==> src/hdl/lse_pkg.sv <==
// ----------------------------------------------------------------------------
// lse_pkg
// Shared types, register codes and bit helpers for the LSB stego block.
// ----------------------------------------------------------------------------
package lse_pkg;

  localparam int unsigned ByteW   = 8;
  localparam int unsigned AddrW   = 4;
  localparam int unsigned DataW   = 32;
  localparam int unsigned LenW    = 16;
  localparam int unsigned BpbW    = 4;
  localparam int unsigned EmbCntW = LenW + 3;

  typedef enum logic [1:0] {
    RegMode   = 2'd0,
    RegBpb    = 2'd1,
    RegMsgLen = 2'd2
  } reg_idx_e;

  typedef struct packed {
    logic            mode;
    logic [BpbW-1:0] bpb;
    logic [LenW-1:0] msg_len;
  } cfg_t;

  typedef struct packed {
    logic [ByteW-1:0] value;
    logic             is_message;
    logic             underrun;
    logic             last;
  } result_t;

  // bits_per_byte 0 acts as 1, above 8 acts as 8
  function automatic logic [3:0] width_n(input logic [BpbW-1:0] bpb);
    logic [3:0] n;
    if (bpb == 4'd0) begin
      n = 4'd1;
    end else if (bpb > 4'd8) begin
      n = 4'd8;
    end else begin
      n = bpb;
    end
    return n;
  endfunction

  function automatic logic [7:0] low_mask8(input logic [3:0] k);
    logic [8:0] m;
    m = (9'd1 << k) - 9'd1;
    return m[7:0];
  endfunction

  function automatic logic [15:0] low_mask16(input logic [4:0] k);
    logic [16:0] m;
    m = (17'd1 << k) - 17'd1;
    return m[15:0];
  endfunction

endpackage

==> src/hdl/lse_in_if.sv <==
// ----------------------------------------------------------------------------
// lse_in_if
// Input channel: carrier or message word with valid/ready handshake.
// ----------------------------------------------------------------------------
interface lse_in_if;
  logic       valid;
  logic       ready;
  logic       action;
  logic [7:0] data;

  modport source (output valid, output action, output data, input ready);
  modport sink   (input valid, input action, input data, output ready);
endinterface

==> src/hdl/lse_out_if.sv <==
// ----------------------------------------------------------------------------
// lse_out_if
// Result channel: carrier or recovered message word with flags.
// ----------------------------------------------------------------------------
interface lse_out_if;
  logic       valid;
  logic       ready;
  logic [7:0] value;
  logic       is_message;
  logic       underrun;
  logic       last;

  modport source (output valid, output value, output is_message, output underrun,
                  output last, input ready);
  modport sink   (input valid, input value, input is_message, input underrun,
                  input last, output ready);
endinterface

==> src/hdl/lsb_stego_embed_extract_top.sv <==
// ----------------------------------------------------------------------------
// lsb_stego_embed_extract_top
// LSB steganography: embed message bits into carrier bytes or extract them.
//
//   port        dir   protocol       content
//   in_word_i   in    valid/ready    action, data (carrier or message word)
//   out_word_o  out   valid/ready    value, is_message, underrun, last
//   p*          in    APB            mode @0x0, bits_per_byte @0x4, length @0x8
//
// One word per cycle sustained while out_word_o does not stall; the input register
// and the result register lie between acceptance and result, and state is
// updated in the single pass between them.
// A stall on out_word_o holds the result register and then the input register.
// Reset and any register write clear all message state.
// ----------------------------------------------------------------------------
module lsb_stego_embed_extract_top (
  input  logic                      clk_i,
  input  logic                      rst_ni,
  lse_in_if.sink                    in_word_i,
  lse_out_if.source                 out_word_o,
  input  logic                      psel,
  input  logic                      penable,
  input  logic                      pwrite,
  input  logic [lse_pkg::AddrW-1:0] paddr,
  input  logic [lse_pkg::DataW-1:0] pwdata,
  output logic [lse_pkg::DataW-1:0] prdata,
  output logic                      pready
);

  lse_pkg::cfg_t    cfg;
  logic             clear;
  logic             slot_ready;
  logic             res_vld;
  lse_pkg::result_t res;

  lse_cfg_regs u_cfg_regs (
    .clk_i   (clk_i),
    .rst_ni  (rst_ni),
    .psel    (psel),
    .penable (penable),
    .pwrite  (pwrite),
    .paddr   (paddr),
    .pwdata  (pwdata),
    .prdata  (prdata),
    .pready  (pready),
    .cfg_o   (cfg),
    .clear_o (clear)
  );

  lse_core u_core (
    .clk_i        (clk_i),
    .rst_ni       (rst_ni),
    .cfg_i        (cfg),
    .clear_i      (clear),
    .in_word      (in_word_i),
    .slot_ready_i (slot_ready),
    .res_vld_o    (res_vld),
    .res_o        (res)
  );

  lse_out_reg u_out_reg (
    .clk_i        (clk_i),
    .rst_ni       (rst_ni),
    .res_vld_i    (res_vld),
    .res_i        (res),
    .slot_ready_o (slot_ready),
    .out_word     (out_word_o)
  );

endmodule

==> src/hdl/lse_cfg_regs.sv <==
// ----------------------------------------------------------------------------
// lse_cfg_regs
// APB register file: mode, bits per byte, message length; write clears state.
// ----------------------------------------------------------------------------
module lse_cfg_regs (
  input  logic                      clk_i,
  input  logic                      rst_ni,
  input  logic                      psel,
  input  logic                      penable,
  input  logic                      pwrite,
  input  logic [lse_pkg::AddrW-1:0] paddr,
  input  logic [lse_pkg::DataW-1:0] pwdata,
  output logic [lse_pkg::DataW-1:0] prdata,
  output logic                      pready,
  output lse_pkg::cfg_t             cfg_o,
  output logic                      clear_o
);

  lse_pkg::cfg_t    cfg_q, cfg_d;
  logic             wr_en;
  logic             hit;
  lse_pkg::reg_idx_e idx;

  assign pready = 1'b1;
  assign wr_en  = psel && penable && pwrite;
  assign idx    = lse_pkg::reg_idx_e'(paddr[3:2]);

  always_comb begin
    cfg_d = cfg_q;
    hit   = 1'b0;
    case (idx)
      lse_pkg::RegMode: begin
        cfg_d.mode = pwdata[0];
        hit        = 1'b1;
      end
      lse_pkg::RegBpb: begin
        cfg_d.bpb = pwdata[lse_pkg::BpbW-1:0];
        hit       = 1'b1;
      end
      lse_pkg::RegMsgLen: begin
        cfg_d.msg_len = pwdata[lse_pkg::LenW-1:0];
        hit           = 1'b1;
      end
      default: begin
        hit = 1'b0;
      end
    endcase
  end

  always_comb begin
    prdata = '0;
    case (idx)
      lse_pkg::RegMode:   prdata = {31'd0, cfg_q.mode};
      lse_pkg::RegBpb:    prdata = {28'd0, cfg_q.bpb};
      lse_pkg::RegMsgLen: prdata = {16'd0, cfg_q.msg_len};
      default:            prdata = '0;
    endcase
  end

  always_ff @(posedge clk_i or negedge rst_ni) begin
    if (!rst_ni) begin
      cfg_q <= '{mode: 1'b0, bpb: 4'd1, msg_len: 16'd0};
    end else if (wr_en && hit) begin
      cfg_q <= cfg_d;
    end
  end

  assign cfg_o   = cfg_q;
  assign clear_o = wr_en && hit;

endmodule

==> src/hdl/lse_core.sv <==
// ----------------------------------------------------------------------------
// lse_core
// Input register, embed/extract state and single-pass bit packing logic.
// ----------------------------------------------------------------------------
module lse_core (
  input  logic               clk_i,
  input  logic               rst_ni,
  input  lse_pkg::cfg_t      cfg_i,
  input  logic               clear_i,
  lse_in_if.sink             in_word,
  input  logic               slot_ready_i,
  output logic               res_vld_o,
  output lse_pkg::result_t   res_o
);

  logic       in_vld_q;
  logic       in_action_q;
  logic [7:0] in_data_q;
  logic       advance;

  logic [15:0]                   pend_q, pend_d;
  logic [4:0]                    pcnt_q, pcnt_d;
  logic [lse_pkg::EmbCntW-1:0]   emb_q, emb_d;
  logic [7:0]                    gb_q, gb_d;
  logic [2:0]                    gc_q, gc_d;
  logic [lse_pkg::LenW-1:0]      ext_q, ext_d;

  assign advance       = in_vld_q && slot_ready_i;
  assign in_word.ready = !in_vld_q || advance;

  // hold the accepted word
  always_ff @(posedge clk_i or negedge rst_ni) begin
    if (!rst_ni) begin
      in_vld_q <= 1'b0;
    end else if (in_word.ready) begin
      in_vld_q <= in_word.valid;
    end
  end

  always_ff @(posedge clk_i) begin
    if (in_word.ready && in_word.valid) begin
      in_action_q <= in_word.action;
      in_data_q   <= in_word.data;
    end
  end

  always_comb begin
    logic [3:0]                  n;
    logic [7:0]                  nmask;
    logic [lse_pkg::EmbCntW-1:0] total;
    logic [lse_pkg::EmbCntW-1:0] left;
    logic [3:0]                  k;
    logic [4:0]                  shamt;
    logic [15:0]                 shifted;
    logic [7:0]                  bits;
    logic [7:0]                  placed;
    logic [lse_pkg::EmbCntW-1:0] emb_nx;
    logic [15:0]                 comb;
    logic [3:0]                  cnt;
    logic [2:0]                  rem;
    logic [15:0]                 comb_sh;
    logic [lse_pkg::LenW-1:0]    ext_nx;

    n       = lse_pkg::width_n(cfg_i.bpb);
    nmask   = lse_pkg::low_mask8(n);
    total   = {cfg_i.msg_len, 3'b000};
    left    = total - emb_q;
    k       = (left < lse_pkg::EmbCntW'(n)) ? left[3:0] : n;
    shamt   = pcnt_q - {1'b0, k};
    shifted = pend_q >> shamt;
    bits    = shifted[7:0] & lse_pkg::low_mask8(k);
    placed  = 8'(bits << (n - k));
    emb_nx  = emb_q + lse_pkg::EmbCntW'(k);
    comb    = ({8'd0, gb_q} << n) | {8'd0, in_data_q & nmask};
    cnt     = {1'b0, gc_q} + n;
    rem     = cnt[2:0];
    comb_sh = comb >> rem;
    ext_nx  = ext_q + 16'd1;

    pend_d = pend_q;
    pcnt_d = pcnt_q;
    emb_d  = emb_q;
    gb_d   = gb_q;
    gc_d   = gc_q;
    ext_d  = ext_q;

    res_vld_o        = 1'b0;
    res_o.value      = in_data_q;
    res_o.is_message = 1'b0;
    res_o.underrun   = 1'b0;
    res_o.last       = 1'b0;

    if (!cfg_i.mode) begin
      if (in_action_q) begin
        if (pcnt_q <= 5'd8) begin
          pend_d = {pend_q[7:0], in_data_q};
          pcnt_d = pcnt_q + 5'd8;
        end
      end else begin
        res_vld_o = 1'b1;
        if (emb_q < total) begin
          if (pcnt_q < {1'b0, k}) begin
            res_o.underrun = 1'b1;
          end else begin
            pcnt_d      = shamt;
            pend_d      = pend_q & lse_pkg::low_mask16(shamt);
            res_o.value = (in_data_q & ~nmask) | placed;
            emb_d       = emb_nx;
            res_o.last  = (emb_nx == total);
          end
        end
      end
    end else if (!in_action_q && (ext_q < cfg_i.msg_len)) begin
      if (cnt < 4'd8) begin
        gb_d = comb[7:0];
        gc_d = cnt[2:0];
      end else begin
        res_vld_o        = 1'b1;
        res_o.value      = comb_sh[7:0];
        res_o.is_message = 1'b1;
        gc_d             = rem;
        gb_d             = comb[7:0] & lse_pkg::low_mask8({1'b0, rem});
        ext_d            = ext_nx;
        if (ext_nx == cfg_i.msg_len) begin
          res_o.last = 1'b1;
          gb_d       = 8'd0;
          gc_d       = 3'd0;
        end
      end
    end

    if (!advance) begin
      res_vld_o = 1'b0;
    end
  end

  always_ff @(posedge clk_i or negedge rst_ni) begin
    if (!rst_ni) begin
      pend_q <= '0;
      pcnt_q <= '0;
      emb_q  <= '0;
      gb_q   <= '0;
      gc_q   <= '0;
      ext_q  <= '0;
    end else if (clear_i) begin
      pend_q <= '0;
      pcnt_q <= '0;
      emb_q  <= '0;
      gb_q   <= '0;
      gc_q   <= '0;
      ext_q  <= '0;
    end else if (advance) begin
      pend_q <= pend_d;
      pcnt_q <= pcnt_d;
      emb_q  <= emb_d;
      gb_q   <= gb_d;
      gc_q   <= gc_d;
      ext_q  <= ext_d;
    end
  end

endmodule

==> src/hdl/lse_out_reg.sv <==
// ----------------------------------------------------------------------------
// lse_out_reg
// Result register between the core and the result channel.
// ----------------------------------------------------------------------------
module lse_out_reg (
  input  logic             clk_i,
  input  logic             rst_ni,
  input  logic             res_vld_i,
  input  lse_pkg::result_t res_i,
  output logic             slot_ready_o,
  lse_out_if.source        out_word
);

  logic             out_vld_q;
  lse_pkg::result_t res_q;

  assign slot_ready_o = !out_vld_q || out_word.ready;

  always_ff @(posedge clk_i or negedge rst_ni) begin
    if (!rst_ni) begin
      out_vld_q <= 1'b0;
    end else if (slot_ready_o) begin
      out_vld_q <= res_vld_i;
    end
  end

  always_ff @(posedge clk_i) begin
    if (slot_ready_o && res_vld_i) begin
      res_q <= res_i;
    end
  end

  assign out_word.valid      = out_vld_q;
  assign out_word.value      = res_q.value;
  assign out_word.is_message = res_q.is_message;
  assign out_word.underrun   = res_q.underrun;
  assign out_word.last       = res_q.last;

endmodule

==> src/flat_wrapper.sv <==
// flat-port wrapper written by rule: the top's interface ports become plain ports
module lsb_stego_embed_extract_top_flat 
  (clk_i, rst_ni, psel, penable, pwrite, paddr, pwdata, prdata, pready, in_word_i_valid, in_word_i_action, in_word_i_data, in_word_i_ready, out_word_o_valid, out_word_o_value, out_word_o_is_message, out_word_o_underrun, out_word_o_last, out_word_o_ready);
  lse_in_if in_word_i_i ();
  lse_out_if out_word_o_i ();
  input  logic clk_i;
  input  logic rst_ni;
  input  logic psel;
  input  logic penable;
  input  logic pwrite;
  input  logic [lse_pkg::AddrW-1:0] paddr;
  input  logic [lse_pkg::DataW-1:0] pwdata;
  output logic [lse_pkg::DataW-1:0] prdata;
  output logic pready;
  input wire logic [$bits(in_word_i_i.valid)-1:0] in_word_i_valid;
  input wire logic [$bits(in_word_i_i.action)-1:0] in_word_i_action;
  input wire logic [$bits(in_word_i_i.data)-1:0] in_word_i_data;
  output wire logic [$bits(in_word_i_i.ready)-1:0] in_word_i_ready;
  output wire logic [$bits(out_word_o_i.valid)-1:0] out_word_o_valid;
  output wire logic [$bits(out_word_o_i.value)-1:0] out_word_o_value;
  output wire logic [$bits(out_word_o_i.is_message)-1:0] out_word_o_is_message;
  output wire logic [$bits(out_word_o_i.underrun)-1:0] out_word_o_underrun;
  output wire logic [$bits(out_word_o_i.last)-1:0] out_word_o_last;
  input wire logic [$bits(out_word_o_i.ready)-1:0] out_word_o_ready;
  assign in_word_i_i.valid = in_word_i_valid;
  assign in_word_i_i.action = in_word_i_action;
  assign in_word_i_i.data = in_word_i_data;
  assign in_word_i_ready = in_word_i_i.ready;
  assign out_word_o_valid = out_word_o_i.valid;
  assign out_word_o_value = out_word_o_i.value;
  assign out_word_o_is_message = out_word_o_i.is_message;
  assign out_word_o_underrun = out_word_o_i.underrun;
  assign out_word_o_last = out_word_o_i.last;
  assign out_word_o_i.ready = out_word_o_ready;
  lsb_stego_embed_extract_top u_core (.clk_i(clk_i), .rst_ni(rst_ni), .in_word_i(in_word_i_i), .out_word_o(out_word_o_i), .psel(psel), .penable(penable), .pwrite(pwrite), .paddr(paddr), .pwdata(pwdata), .prdata(prdata), .pready(pready));
endmodule
==> config.mk <==
export PLATFORM = sky130hd
export DESIGN_NAME = lsb_stego_embed_extract_top_flat
export DESIGN_NICKNAME = d
export VERILOG_FILES = /design/src/hdl/lse_pkg.sv /design/src/hdl/lse_in_if.sv /design/src/hdl/lse_out_if.sv /design/src/hdl/lsb_stego_embed_extract_top.sv /design/src/hdl/lse_cfg_regs.sv /design/src/hdl/lse_core.sv /design/src/hdl/lse_out_reg.sv /design/src/flat_wrapper.sv
export SDC_FILE = /design/constraint.sdc
export NUM_CORES = 1
export LEC_CHECK = 0
export BUFFER_PORTS_ARGS = -buffer_cell sky130_fd_sc_hd__buf_2
export CELL_PAD_IN_SITES_DETAIL_PLACEMENT = 1
export CELL_PAD_IN_SITES_GLOBAL_PLACEMENT = 2
export CORE_MARGIN = 4
export CORE_UTILIZATION = 30
export CTS_CLUSTER_DIAMETER = 200
export DETAILED_ROUTE_END_ITERATION = 12
export HOLD_SLACK_MARGIN = 0.08
export PLACE_DENSITY_LB_ADDON = 0.1
export SLEW_MARGIN = 20
export SYNTH_ARGS = -nofsm -noshare
export SYNTH_HDL_FRONTEND = slang
export SYNTH_SLANG_ARGS = --single-unit
==> constraint.sdc <==
create_clock -name clk_i -period 11.5 [get_ports clk_i]
set_input_delay 0.575 -clock clk_i [delete_from_list [all_inputs] [get_ports clk_i]]
set_output_delay 0.575 -clock clk_i [all_outputs]
set_load 0.02 [all_outputs]
==> impl_metrics.env <==
export IMPL_outcome="complete, no violations"
export IMPL_ys_async_sr_fraction_pct=81.82
export IMPL_worst_pin_slew_ps=1067
export IMPL_grt_pass1_vias=9804
export IMPL_syn_inst=1257
export IMPL_multiInputGateArea_um2=6880
export IMPL_numCtsBuffers=9
export IMPL_synthDistinctLibCells=87
export IMPL_gp_congestion=0.8431
export IMPL_switching_share_pct=51.18
export IMPL_required_ps=11810
export IMPL_maxCapViolCount=0
export IMPL_cts_sinks=110
export IMPL_clock_latency_ps=390
export IMPL_ir_drop_mv=0.09124
export IMPL_chipHeight_um=193.6
export IMPL_viasPerCell=5.343
export IMPL_dp_cells=1720
export IMPL_final_seq_area_um2=2854
export IMPL_fmax_ghz=0.1215
export IMPL_layout_setup_ws_ps=3268
export IMPL_pre_cts_ws_ps=3279
export IMPL_endpoint_kind="register"
export IMPL_hold_buffers=0
export IMPL_cts_path_max_buffers=2
export IMPL_rrSetupSlack_ps=3270
export IMPL_crit_fanout=13
export IMPL_root_buffer="clkbuf_16"
export IMPL_ctsHtreeMaxLevel=3
export IMPL_tritoncts="built"
export IMPL_setup_viol=0
export IMPL_rr_worst_depth=27
export IMPL_n_antenna_cell=0
export IMPL_switchingPower_uw=1539
export IMPL_final_common_cell="nand2_1"
export IMPL_skew_ps=20.47
export IMPL_core_area_um2=33780
export IMPL_grt_usage_pct=19.43
export IMPL_drtIter0Drc=411
export IMPL_port_buffer_count=62
export IMPL_critPathKind="reg -> reg"
export IMPL_grt_pass1_wl_um=58650
export IMPL_power_report_internal_total_uw=1468
export IMPL_syn_to_final_growth_pct=9.600
export IMPL_num_rows=67
export IMPL_yosys_warnings=0
export IMPL_synth_area_um2=10330
export IMPL_boundaryPins=98
export IMPL_rsz0062_at_grt="no"
export IMPL_dp_hpwl_um=28050
export IMPL_drtAntennaViolNets=0
export IMPL_ys_flop_type="dfrtp_1"
export IMPL_clkTransAtPathRegs_ps=90
export IMPL_wl_um=36660
export IMPL_seqPwrFrac_pct=20.7
export IMPL_max_slew_margin_pct=28.75
export IMPL_ys_ff_latch=110
export IMPL_synth_edff_count=20
export IMPL_postCtsSetupBuffers=0
export IMPL_pwr_density_cell_nw_per_um2=265.5
export IMPL_arrival_ps=8550
export IMPL_power_frac_clock_pct=11.0
export IMPL_drc=0
export IMPL_fin_crit_ps=8232
export IMPL_grt_max_degree=47
export IMPL_min_path_type="in -> async"
export IMPL_die_x_um=193.6
export IMPL_total_power_uw=3008
export IMPL_rr_startpoint="u_core.u_cfg_regs.cfg_o[0]"
export IMPL_nNetsFinal=1395
export IMPL_antenna_found_initial=0
export IMPL_fillerInstances=4047
export IMPL_cts_resized=0
export IMPL_drive_gt1_share_pct=12.42
export IMPL_combPwrFrac_pct=68.3
export IMPL_setup_tns_ps=0
export IMPL_hold_ws_ps=207.8
export IMPL_avgSynthCellArea_um2=8.222
export IMPL_hold_viol=0
export IMPL_reg2reg_to="u_core.u_core.pend_q[10]"
export IMPL_finalMaxSlewViolations=0
export IMPL_p_leak_uw=0.004670
export IMPL_stdcell_count=1736
export IMPL_start_util_pct=30.59
export IMPL_dieArea_um2=37480
export IMPL_critPathLaunchType="register"
export IMPL_vias=9275
export IMPL_wl_per_cell_um=21.12
export IMPL_dr_pass1_iters=5
export IMPL_final_cell_mix="nand2_1, nor2_1, o21ai_0"
export IMPL_finalCritPeriodShare_pct=71.58
export IMPL_ys_seq_area_share_pct=27.62
export IMPL_grt_overflow_total=0
[state kept, by name (all words and copies together) (netlist names)]
register                              flops
u_core.u_core.ext_q                      16
u_core.u_core.in_data_q                   8
u_core.u_core.gc_q                        3
u_core.u_core.pcnt_q                      5
u_core.u_out_reg.out_word.underrun        1
u_core.u_out_reg.out_word.is_message      1
u_core.u_core.emb_q                      19
u_core.u_out_reg.out_word.last            1
u_core.u_out_reg.out_word.value           8
u_core.u_core.gb_q                        8
u_core.u_cfg_regs.cfg_o                  21
u_core.u_core.in_action_q                 1
u_core.u_core.in_vld_q                    1
u_core.u_core.pend_q                     16
u_core.u_out_reg.out_word.valid           1
[power groups by stage]
stage               logic (µW)  clock network, µW  registers, µW
floorplan                 1530                  0            574
global placement          2050                  0            632
detailed placement        2060                  0            631
CTS                       2070                344            626
global route              2300                357            640
finish                    2050                330            624
[worst max path at each step]
| stage | depth (start not counted) | end | start |
|---|---|---|---|
| 4_1_cts | 27 | u_core.u_core.pend_q[10] | u_core.u_cfg_regs.cfg_o[0] |
| 3_3_place_gp | 27 | u_core.u_core.pend_q[10] | u_core.u_cfg_regs.cfg_o[0] |
| 5_1_grt | 27 | u_core.u_core.pend_q[10] | u_core.u_cfg_regs.cfg_o[0] |
| 2_1_floorplan | 27 | u_core.u_core.pend_q[10] | u_core.u_cfg_regs.cfg_o[0] |
| 3_5_place_dp | 27 | u_core.u_core.pend_q[10] | u_core.u_cfg_regs.cfg_o[0] |
| 6_report | 27 | u_core.u_core.pend_q[10] | u_core.u_cfg_regs.cfg_o[0] |
[stage by stage]
| stage | instance area [µm²] | utilization, % |
|---|---|---|
| 2_1_floorplan | 10400 | - |
| 3_3_place_gp | 11020 | 32.61 |
| 3_5_place_dp | 11020 | 32.63 |
| 4_1_cts | 11320 | 33.50 |
| 5_1_grt | 11330 | 33.53 |
| 6_report | 11330 | 33.53 |
[layer usage]
| metal | vias up | part of all wire, % | wire [µm] | global-route usage (%) |
|---|---|---|---|---|
| li1 | 4531 | - | - | - |
| met1 | 4601 | 48 | 17620 | 26.42 |
| met2 | 118 | 48 | 17720 | 33.41 |
| met3 | 25 | 2.1 | 786 | 2.400 |
| met4 | 0 | 1.4 | 526 | 3.908 |
| met5 | - | 0 | 0 | 0 |
[critical path: stages, from the launching register on]
cell and delay [ps]:
dfrtp_1 470, ha_1 370, xor2_1 290, ha_1 270
inv_1 100, o2111ai_1 150, a2111oi_0 430, nor4bb_1 350
nand3_1 150, or4_1 700, nor2_1 700, o21ai_0 500
ha_1 360, fa_1 430, nor2b_1 130, o21ai_0 80
nand2b_1 130, xnor2_1 150, o21ai_1 240, or4_1 460
ha_1 380, nand2b_1 220, or2_2 300, o21ai_0 160
a22o_1 150, a21oi_1 70, o21ai_0 260, a22o_1 180
[cells by family after synthesis]
family	after synthesis	synth area share (%)
simple gates	443	20.45
compound gates	327	20.65
buf+inv	155	6.768
flops	110	27.62
xor+xnor	94	7.966
mux	66	8.923
fa+ha+maj	60	7.554
other cells	2	0.07267
[area by class of cell]
class,instances,area share (%)
inverter,70,2.320
clock buffer,11,2.231
multi-input combinational,1008,60.74
tap,448,4.949
clock inverter,5,0.3424
sequential,110,25.20
timing repair buffer,84,4.220
[Yosys cell counts (all sizes together), types with 5 or more instances]
cell       n  area, µm²
and3       8      50.05
inv       69      259.0
o22ai      7      50.05
dfrtp     89       2227
nand3     31      160.1
ha        56      700.7
xor2      36      315.3
a21oi     78      390.4
a21o       8      60.06
nand2    139      521.8
o31ai      8      60.06
mux2      19      214.0
o2111ai    5      43.79
clkbuf    50      191.4
nand4     11      68.82
a22o      26      227.7
nand2b    12      75.07
or4        6      48.80
o21ai     98      490.5
nor3      43      215.2
o21a      15      112.6
buf       34      235.2
a211o      5      45.04
xnor2     58      508.0
nor2     108      405.4
mux2i     28      280.3
edfxtp    20      600.6
o211ai    11      82.58
a31oi     11      75.07
nor4      13      81.33
or3       15      93.84
mux4      19      427.9
nor2b     13      81.33
and2      25      156.4
a211oi     9      72.57
Power figures use the tool's default switching activity.
